## src/design/afl_pkg.sv

```systemverilog
`timescale 1ns / 1ps
`default_nettype none

package afl_pkg;

  localparam int MAX_FRAMES_DEFAULT = 256;
  localparam int TIME_W             = 32;
  localparam int INDEX_W            = 9;
  localparam int MODE_W             = 2;
  localparam int STATUS_W           = 2;

  localparam logic [MODE_W-1:0] MODE_APPEND = 2'd0;
  localparam logic [MODE_W-1:0] MODE_QUERY  = 2'd1;
  localparam logic [MODE_W-1:0] MODE_CLEAR  = 2'd2;

  localparam logic [STATUS_W-1:0] STATUS_OK       = 2'd0;
  localparam logic [STATUS_W-1:0] STATUS_EMPTY    = 2'd1;
  localparam logic [STATUS_W-1:0] STATUS_FULL     = 2'd2;
  localparam logic [STATUS_W-1:0] STATUS_OVERFLOW = 2'd3;

  localparam logic [INDEX_W-1:0] INDEX_NONE = '1;
  localparam logic [TIME_W-1:0]  TOTAL_MAX  = '1;

  // Which table entry the datapath reads in the current cycle.
  typedef enum logic [2:0] {
    RD_LAST,
    RD_G,
    RD_G_DEC,
    RD_G_INC,
    RD_G_INC2
  } rd_sel_t;

  // Where the frame index of a result comes from.
  typedef enum logic [2:0] {
    RES_NONE,
    RES_COUNT,
    RES_LAST,
    RES_G,
    RES_ZERO
  } res_sel_t;

  typedef struct packed {
    logic                append;
    logic                clear;
    rd_sel_t             rd_sel;
    logic                mul;
    logic                div_init;
    logic                div_step;
    logic                g_clamp;
    logic                g_dec;
    logic                g_inc;
    logic                res_set;
    res_sel_t            res_sel;
    logic [STATUS_W-1:0] res_status;
    logic                push;
  } afl_cmd_t;

  typedef struct packed {
    logic [MODE_W-1:0] mode;
    logic              count_zero;
    logic              full;
    logic              sum_carry;
    logic              t_ge_rd;
    logic              rd_gt_t;
    logic              total_zero;
    logic              div_last;
    logic              g_zero;
    logic              g1_lt_n;
    logic              g2_lt_n;
    logic              out_free;
  } afl_status_t;

endpackage

`default_nettype wire

```

## src/design/afl_ctrl.sv

```systemverilog
`timescale 1ns / 1ps
`default_nettype none

module afl_ctrl (
  input  wire logic                 clk,
  input  wire logic                 rst,
  input  wire logic                 accept,
  input  wire afl_pkg::afl_status_t stat,
  output logic                      in_ready,
  output afl_pkg::afl_cmd_t         cmd
);

  typedef enum logic [3:0] {
    IDLE,
    DISPATCH,
    Q_LAST,
    Q_DIVINIT,
    Q_DIV,
    Q_CLAMP,
    Q_RDG,
    Q_CMPG,
    Q_DN,
    Q_UP,
    FIN,
    PUSH
  } state_t;

  state_t state;
  state_t state_next;

  assign in_ready = (state == IDLE) && !rst;

  always_comb begin
    state_next = state;
    cmd        = '0;
    case (state)
      IDLE: begin
        if (accept) begin
          state_next = DISPATCH;
        end
      end
      DISPATCH: begin
        cmd.res_set = 1'b1;
        state_next  = PUSH;
        if (stat.mode == afl_pkg::MODE_APPEND) begin
          if (stat.full) begin
            cmd.res_sel    = afl_pkg::RES_NONE;
            cmd.res_status = afl_pkg::STATUS_FULL;
          end else begin
            cmd.append     = 1'b1;
            cmd.res_sel    = afl_pkg::RES_COUNT;
            cmd.res_status = stat.sum_carry ? afl_pkg::STATUS_OVERFLOW : afl_pkg::STATUS_OK;
          end
        end else if (stat.mode == afl_pkg::MODE_QUERY) begin
          if (stat.count_zero) begin
            cmd.res_sel    = afl_pkg::RES_NONE;
            cmd.res_status = afl_pkg::STATUS_EMPTY;
          end else begin
            cmd.res_set = 1'b0;
            cmd.rd_sel  = afl_pkg::RD_LAST;
            state_next  = Q_LAST;
          end
        end else if (stat.mode == afl_pkg::MODE_CLEAR) begin
          cmd.clear      = 1'b1;
          cmd.res_sel    = afl_pkg::RES_NONE;
          cmd.res_status = afl_pkg::STATUS_OK;
        end else begin
          cmd.res_sel    = afl_pkg::RES_NONE;
          cmd.res_status = afl_pkg::STATUS_OK;
        end
      end
      Q_LAST: begin
        if (stat.t_ge_rd) begin
          cmd.res_set    = 1'b1;
          cmd.res_sel    = afl_pkg::RES_LAST;
          cmd.res_status = afl_pkg::STATUS_OK;
          state_next     = PUSH;
        end else if (stat.total_zero) begin
          cmd.res_set    = 1'b1;
          cmd.res_sel    = afl_pkg::RES_ZERO;
          cmd.res_status = afl_pkg::STATUS_OK;
          state_next     = PUSH;
        end else begin
          cmd.mul    = 1'b1;
          state_next = Q_DIVINIT;
        end
      end
      Q_DIVINIT: begin
        cmd.div_init = 1'b1;
        state_next   = Q_DIV;
      end
      Q_DIV: begin
        cmd.div_step = 1'b1;
        if (stat.div_last) begin
          state_next = Q_CLAMP;
        end
      end
      Q_CLAMP: begin
        cmd.g_clamp = 1'b1;
        state_next  = Q_RDG;
      end
      Q_RDG: begin
        cmd.rd_sel = afl_pkg::RD_G;
        state_next = Q_CMPG;
      end
      Q_CMPG: begin
        // The guess entry is in the read register: choose the walk direction.
        if (stat.rd_gt_t) begin
          if (stat.g_zero) begin
            state_next = FIN;
          end else begin
            cmd.g_dec  = 1'b1;
            cmd.rd_sel = afl_pkg::RD_G_DEC;
            state_next = Q_DN;
          end
        end else if (stat.g1_lt_n) begin
          cmd.rd_sel = afl_pkg::RD_G_INC;
          state_next = Q_UP;
        end else begin
          state_next = FIN;
        end
      end
      Q_DN: begin
        if (stat.rd_gt_t && !stat.g_zero) begin
          cmd.g_dec  = 1'b1;
          cmd.rd_sel = afl_pkg::RD_G_DEC;
        end else begin
          state_next = FIN;
        end
      end
      Q_UP: begin
        // The read register holds the entry just above the current index.
        if (!stat.rd_gt_t) begin
          cmd.g_inc = 1'b1;
          if (stat.g2_lt_n) begin
            cmd.rd_sel = afl_pkg::RD_G_INC2;
          end else begin
            state_next = FIN;
          end
        end else begin
          state_next = FIN;
        end
      end
      FIN: begin
        cmd.res_set    = 1'b1;
        cmd.res_sel    = afl_pkg::RES_G;
        cmd.res_status = afl_pkg::STATUS_OK;
        state_next     = PUSH;
      end
      PUSH: begin
        if (stat.out_free) begin
          cmd.push   = 1'b1;
          state_next = IDLE;
        end
      end
      default: begin
        state_next = IDLE;
      end
    endcase
  end

  always_ff @(posedge clk) begin
    if (rst) begin
      state <= IDLE;
    end else begin
      state <= state_next;
    end
  end

endmodule

`default_nettype wire

```

## config.mk

```make
export PLATFORM = sky130hd
export DESIGN_NAME = afl_ctrl
export DESIGN_NICKNAME = d
export VERILOG_FILES = /design/src/design/afl_pkg.sv /design/src/design/afl_ctrl.sv
export SDC_FILE = /design/constraint.sdc
export NUM_CORES = 1
export LEC_CHECK = 0
export ABC_AREA = 1
export BUFFER_PORTS_ARGS = -buffer_cell sky130_fd_sc_hd__buf_2
export CELL_PAD_IN_SITES_DETAIL_PLACEMENT = 1
export CELL_PAD_IN_SITES_GLOBAL_PLACEMENT = 1
export CORE_ASPECT_RATIO = 0.75
export CORE_UTILIZATION = 23
export CTS_CLUSTER_SIZE = 25
export DETAILED_ROUTE_END_ITERATION = 16
export PLACE_DENSITY = 0.84
export RECOVER_POWER = 100
export SYNTH_ARGS = -nofsm -noshare
export SYNTH_HDL_FRONTEND = slang
export SYNTH_SLANG_ARGS = --single-unit
```

## constraint.sdc

```tcl
create_clock -name clk -period 1.4 [get_ports clk]
set_clock_uncertainty 0.1 [all_clocks]
set_input_delay 0.21 -clock clk [delete_from_list [all_inputs] [get_ports clk]]
set_output_delay 0.21 -clock clk [all_outputs]
set_load 0.005 [all_outputs]
```

# Yosys cells after proc, flatten, opt, wreduce, memory -nomap -nowiden
# Cells that the tools add are included.
dict set report word_totals {
  register_bits 4
  latch_bits 0
  ram_bits 0
  mem_bits_ro 0
  out_inout_bits 19
  n_memories 0
}
dict set report op_classes {
  n_addsub 0
  n_mul 0
  div_mod_pow 0
  n_lt_le_gt_ge 0
  eq_ne 18
  n_shift 0
  mux 53
  bitwise_logic 0
  n_reduce_logical 7
}
# op count
set op_table {}
lappend op_table {{$mux W4} 13}
lappend op_table {{$pmux W4 S12} 1}
lappend op_table {{$mux W1} 22}
lappend op_table {{$pmux W6 S3} 1}
lappend op_table {{$eq A4 B3 Y1 const B} 4}
lappend op_table {{$eq A4 B4 Y1 const B} 4}
lappend op_table {{$mux W3} 5}
lappend op_table {{$pmux W3 S5} 1}
lappend op_table {{$mux W2} 7}
lappend op_table {{$mux W6} 2}
lappend op_table {{$eq A4 B2 Y1 const B} 2}
lappend op_table {{$ne A2 B2 Y1 const B} 4}
lappend op_table {{$reduce_and A5 Y1} 1}
lappend op_table {{$eq A4 B1 Y1 const B} 1}
lappend op_table {{$logic_not A4 Y1} 1}
lappend op_table {{$ne A3 B3 Y1 const B} 1}
lappend op_table {{$eq A2 B1 Y1 const B} 1}
lappend op_table {{$eq A2 B2 Y1 const B} 1}
lappend op_table {{$logic_and A1 B1 Y1} 2}
lappend op_table {{$logic_not A1 Y1} 2}
lappend op_table {{$logic_not A2 Y1} 1}
lappend op_table {{$pmux W1 S2} 1}

# Logic depth before layout (Yosys ltp)
dict set report depth {
  depth_word 5
  depth_mapped 8
}

# Least setup slack after synthesis
# No wires, ideal clock.
dict set report synth_path {
  path_kind {flip-flop to output port}
  start {register state[1]}
  end {output cmd[14] in the netlist's numbering}
  arrival_ps 944
  required_ps 1090
  slack_ps 146
  stages_incl_launch_ff 5
  path_cell_list {dfxtp_1 -> nand2_1 -> nor2_1 -> inv_1 -> o21ai_0}
}
# item line_no
set synth_rtl {}
lappend synth_rtl {{start, declared} afl_ctrl.sv:28} ;# state_t state;
lappend synth_rtl {{start signal, assigned} afl_ctrl.sv:166} ;# state <= state_next;
lappend synth_rtl {{end, declared} afl_ctrl.sv:10} ;# output afl_pkg::afl_cmd_t cmd

==> impl_metrics.yaml <==
critical_path:
  max_stage_delay_ps: 360
  path_max_fanout: 4
  slowest_stage: "dfxtp_4"
  required_ps: 1090
  crit_type: "flop to output pin"
  end_kind: "output pin"
  r2r_slack_ps: -140
  critPathLaunchType: "flop"
  cp_data_arrival_time_ps: 1290
  path_cells: "inv_2 > nand2_2 > nor2_2 > o21ai_1 > nand3_1 > buf_2"
logic_synthesis:
  synth-edff-count: 0
  synth_fp_nets: 115
  synth_area_leader_cell: "dfxtp_1"
  synth_ff_type: "dfxtp_1"
  ys_async_sr_fraction_pct: 0
  post-synth-top-count-cell: "nand2_1"
  synth_seq_cells: 4
  mappedNetlistArea_um2: 495.5
  yosysUniqueCellTypes: 14
  yosys_warnings: 0
  yosysSeqAreaShare_pct: 16.16
  synth_top_area_share_pct: 16.16
  synth_area_per_cell_um2: 5.005
  yosys-top-cells-area: "dfxtp_1 16%, nand2_1 16%, inv_1 15%"
  syn_inst: 99
  synth_common_cells: "21 x nand2_1, 20 x inv_1, 15 x nor2_1"
power:
  p_leak_nw: 0.5693
  internal_power_w: 0.0006505
  comb_power_share_pct: 71.7
  power_frac_seq_pct: 16.8
  worst_ir_drop_vdd_mv: 0.6815
  p_sw_w: 0.0006345
  clock_power_share_pct: 11.5
  power.density_nw_per_um2: 1290
  p_sw_share_pct: 49.38
finish:
  fill_cells: 289
  top_regs: "state: 4 flops"
  n_antenna_cell: 0
  fin_cells: 175
  drive_gt1_share_pct: 62.25
  largest_reg_flops: 4
  nNetsFinal: 169
  stdcell_area_um2: 996.0
  area_growth_pct: 101.0
  regMostFlops: "state"
hold_path:
  min_path_type: "input pin to flop"
detailed_routing:
  drt-wirelength-per-cell_um: 15.22
  drc: 0
  first_pass_iters: 4
  via_count: 870
  via_per_inst: 4.971
  finalWirelength_mm: 2.664
  drt_iter0_drc: 3
  ant_nets: 0
placed_design:
  placed_cell_area_um2: 748.2
  gp_congestion: 0.8043
  numPortBuffers: 34
  dp.cells: 164
  place_hpwl_mm: 1.853
cts:
  cts_sinks: 4
  ctsRootBufferMaster: "clkbuf_4"
  htree_levels: 1
  clk_path_buf_depth: 2
  clk_pin_slew_ps: 40
  cts_tree: "built"
  insertion_delay_ps: 240
  numCtsBuffers: 3
sta:
  fmax_mhz: 626.6
  setup_slack_ps: -195.9
  hold_slack_ps: 110.5
  final-max-slew-violation-count: 0
  worstMarginPinSlew_ps: 277.4
  slew_headroom_pct: 81.44
  hold_viol: 0
  timing.final.crit_share_pct: 114.0
  setup_viol: 21
  period_minus_slack_ps: 1596
  rsz0062_at_grt: "true"
floorplanning:
  die_h_um: 42.20
  io_pins: 35
  fp.dieW_um: 55.60
  dieArea_um2: 2346
  initial_core_util_pct: 24.60
  placementRows: 14
  coreArea_um2: 2014
global_routing:
  grt_pass1_vias: 828
  grt_use_total_pct: 20.86
  antenna_found_initial: 0
  overflow: 0
  grt_max_degree: 6
  grt_pass1_wl_mm: 3.753
outcome:
  violations: "negative setup slack"
  status: "finished with violations"
flow_run:
  cap_violations: 0
-- placed cells by master (no fill, tap or decap), types with 3 or more instances in the layout --
cell type | Yosys | routed
a21oi_1 | 5 | 3
buf_2 | 0 | 34
buf_4 | 0 | 11
buf_6 | 0 | 4
clkbuf_4 | 0 | 3
dfxtp_4 | 0 | 3
inv_1 | 20 | 15
inv_4 | 0 | 4
nand2_1 | 21 | 11
nand2_2 | 2 | 9
nand2_4 | 0 | 3
nand3_1 | 10 | 6
nand3_2 | 0 | 4
nor2_1 | 15 | 11
nor2_2 | 3 | 4
nor2_4 | 0 | 3
nor3_2 | 0 | 5
o21ai_1 | 0 | 7
-- critical path: cells and delay by family, from the launching register on --
family / cells / cell delay [ps]
flip-flops: 1 / 360
AND/OR/NAND/NOR: 3 / 370
buffers and inverters: 2 / 200
AO/OA/AOI/OAI: 1 / 120
-- cell families (layout without fill, tap and decap cells) --
kind of cell | count (synthesis) | count (layout) | synth area share [%]
AOI/OAI and AO/OA | 14 | 14 | 14.14
DFF | 4 | 4 | 16.16
buffers and inverters | 21 | 73 | 15.91
and+or+nand+nor | 60 | 60 | 53.79
-- worst paths after layout --
path,startpoint,to,depth (start not counted)
min reg2reg,state[2],state[1],3
max reg2reg,state[3],state[0],11
max,state[0],cmd[6],6
min,rst,state[1],2
-- cell type report --
class | instances | area (um^2) | share of cell area [%]
inverter | 21 | 88.84 | 8.920
sequential | 4 | 92.59 | 9.296
multi-input combinational | 74 | 464.2 | 46.61
tap | 24 | 30.03 | 3.015
timing repair buffer | 49 | 297.8 | 29.90
clock buffer | 3 | 22.52 | 2.261
-- timing repair --
action | CTS | global route
hold buffers | 0 | 0
pin swaps | 3 | 10
setup endpoints to repair | 22 | 22
hold endpoints to repair | 0 | 0
resized for setup | 34 | 27
setup buffers | 4 | 4
cloned | 0 | 0
-- stage by stage --
stage	setup slack, ps	util (%)	TNS, ps	total power (W)
final	-195.9	49.44	-2278	0.001285
after global placement	4.043	37.14	0	0.0007489
after CTS	-139.2	43.54	-1585	0.001059
after floorplan	146.3	-	0	0.0005142
after detailed placement	-79.36	37.14	-233.0	0.0007818
after global routing	-277.0	49.44	-3691	0.001373
-- routing by layer --
layer | wire length, um | track usage (%) | vias up
met5 | 0 | 0 | -
met3 | 108 | 2.469 | 10
met2 | 1390 | 38.55 | 32
met1 | 1092 | 24.16 | 409
met4 | 72 | 9.500 | 0
li1 | - | - | 419
-- power by group through the flow --
stage	Clock, W	Sequential (W)	Combinational [W]
finish	0.000148	0.000216	0.000922
global route	0.000160	0.000218	0.000994
floorplan	0	0.000172	0.000342
CTS	0.000151	0.000203	0.000705
detailed placement	0	0.000181	0.000601
global placement	0	0.000174	0.000575
(Power assumes the default switching activity.)
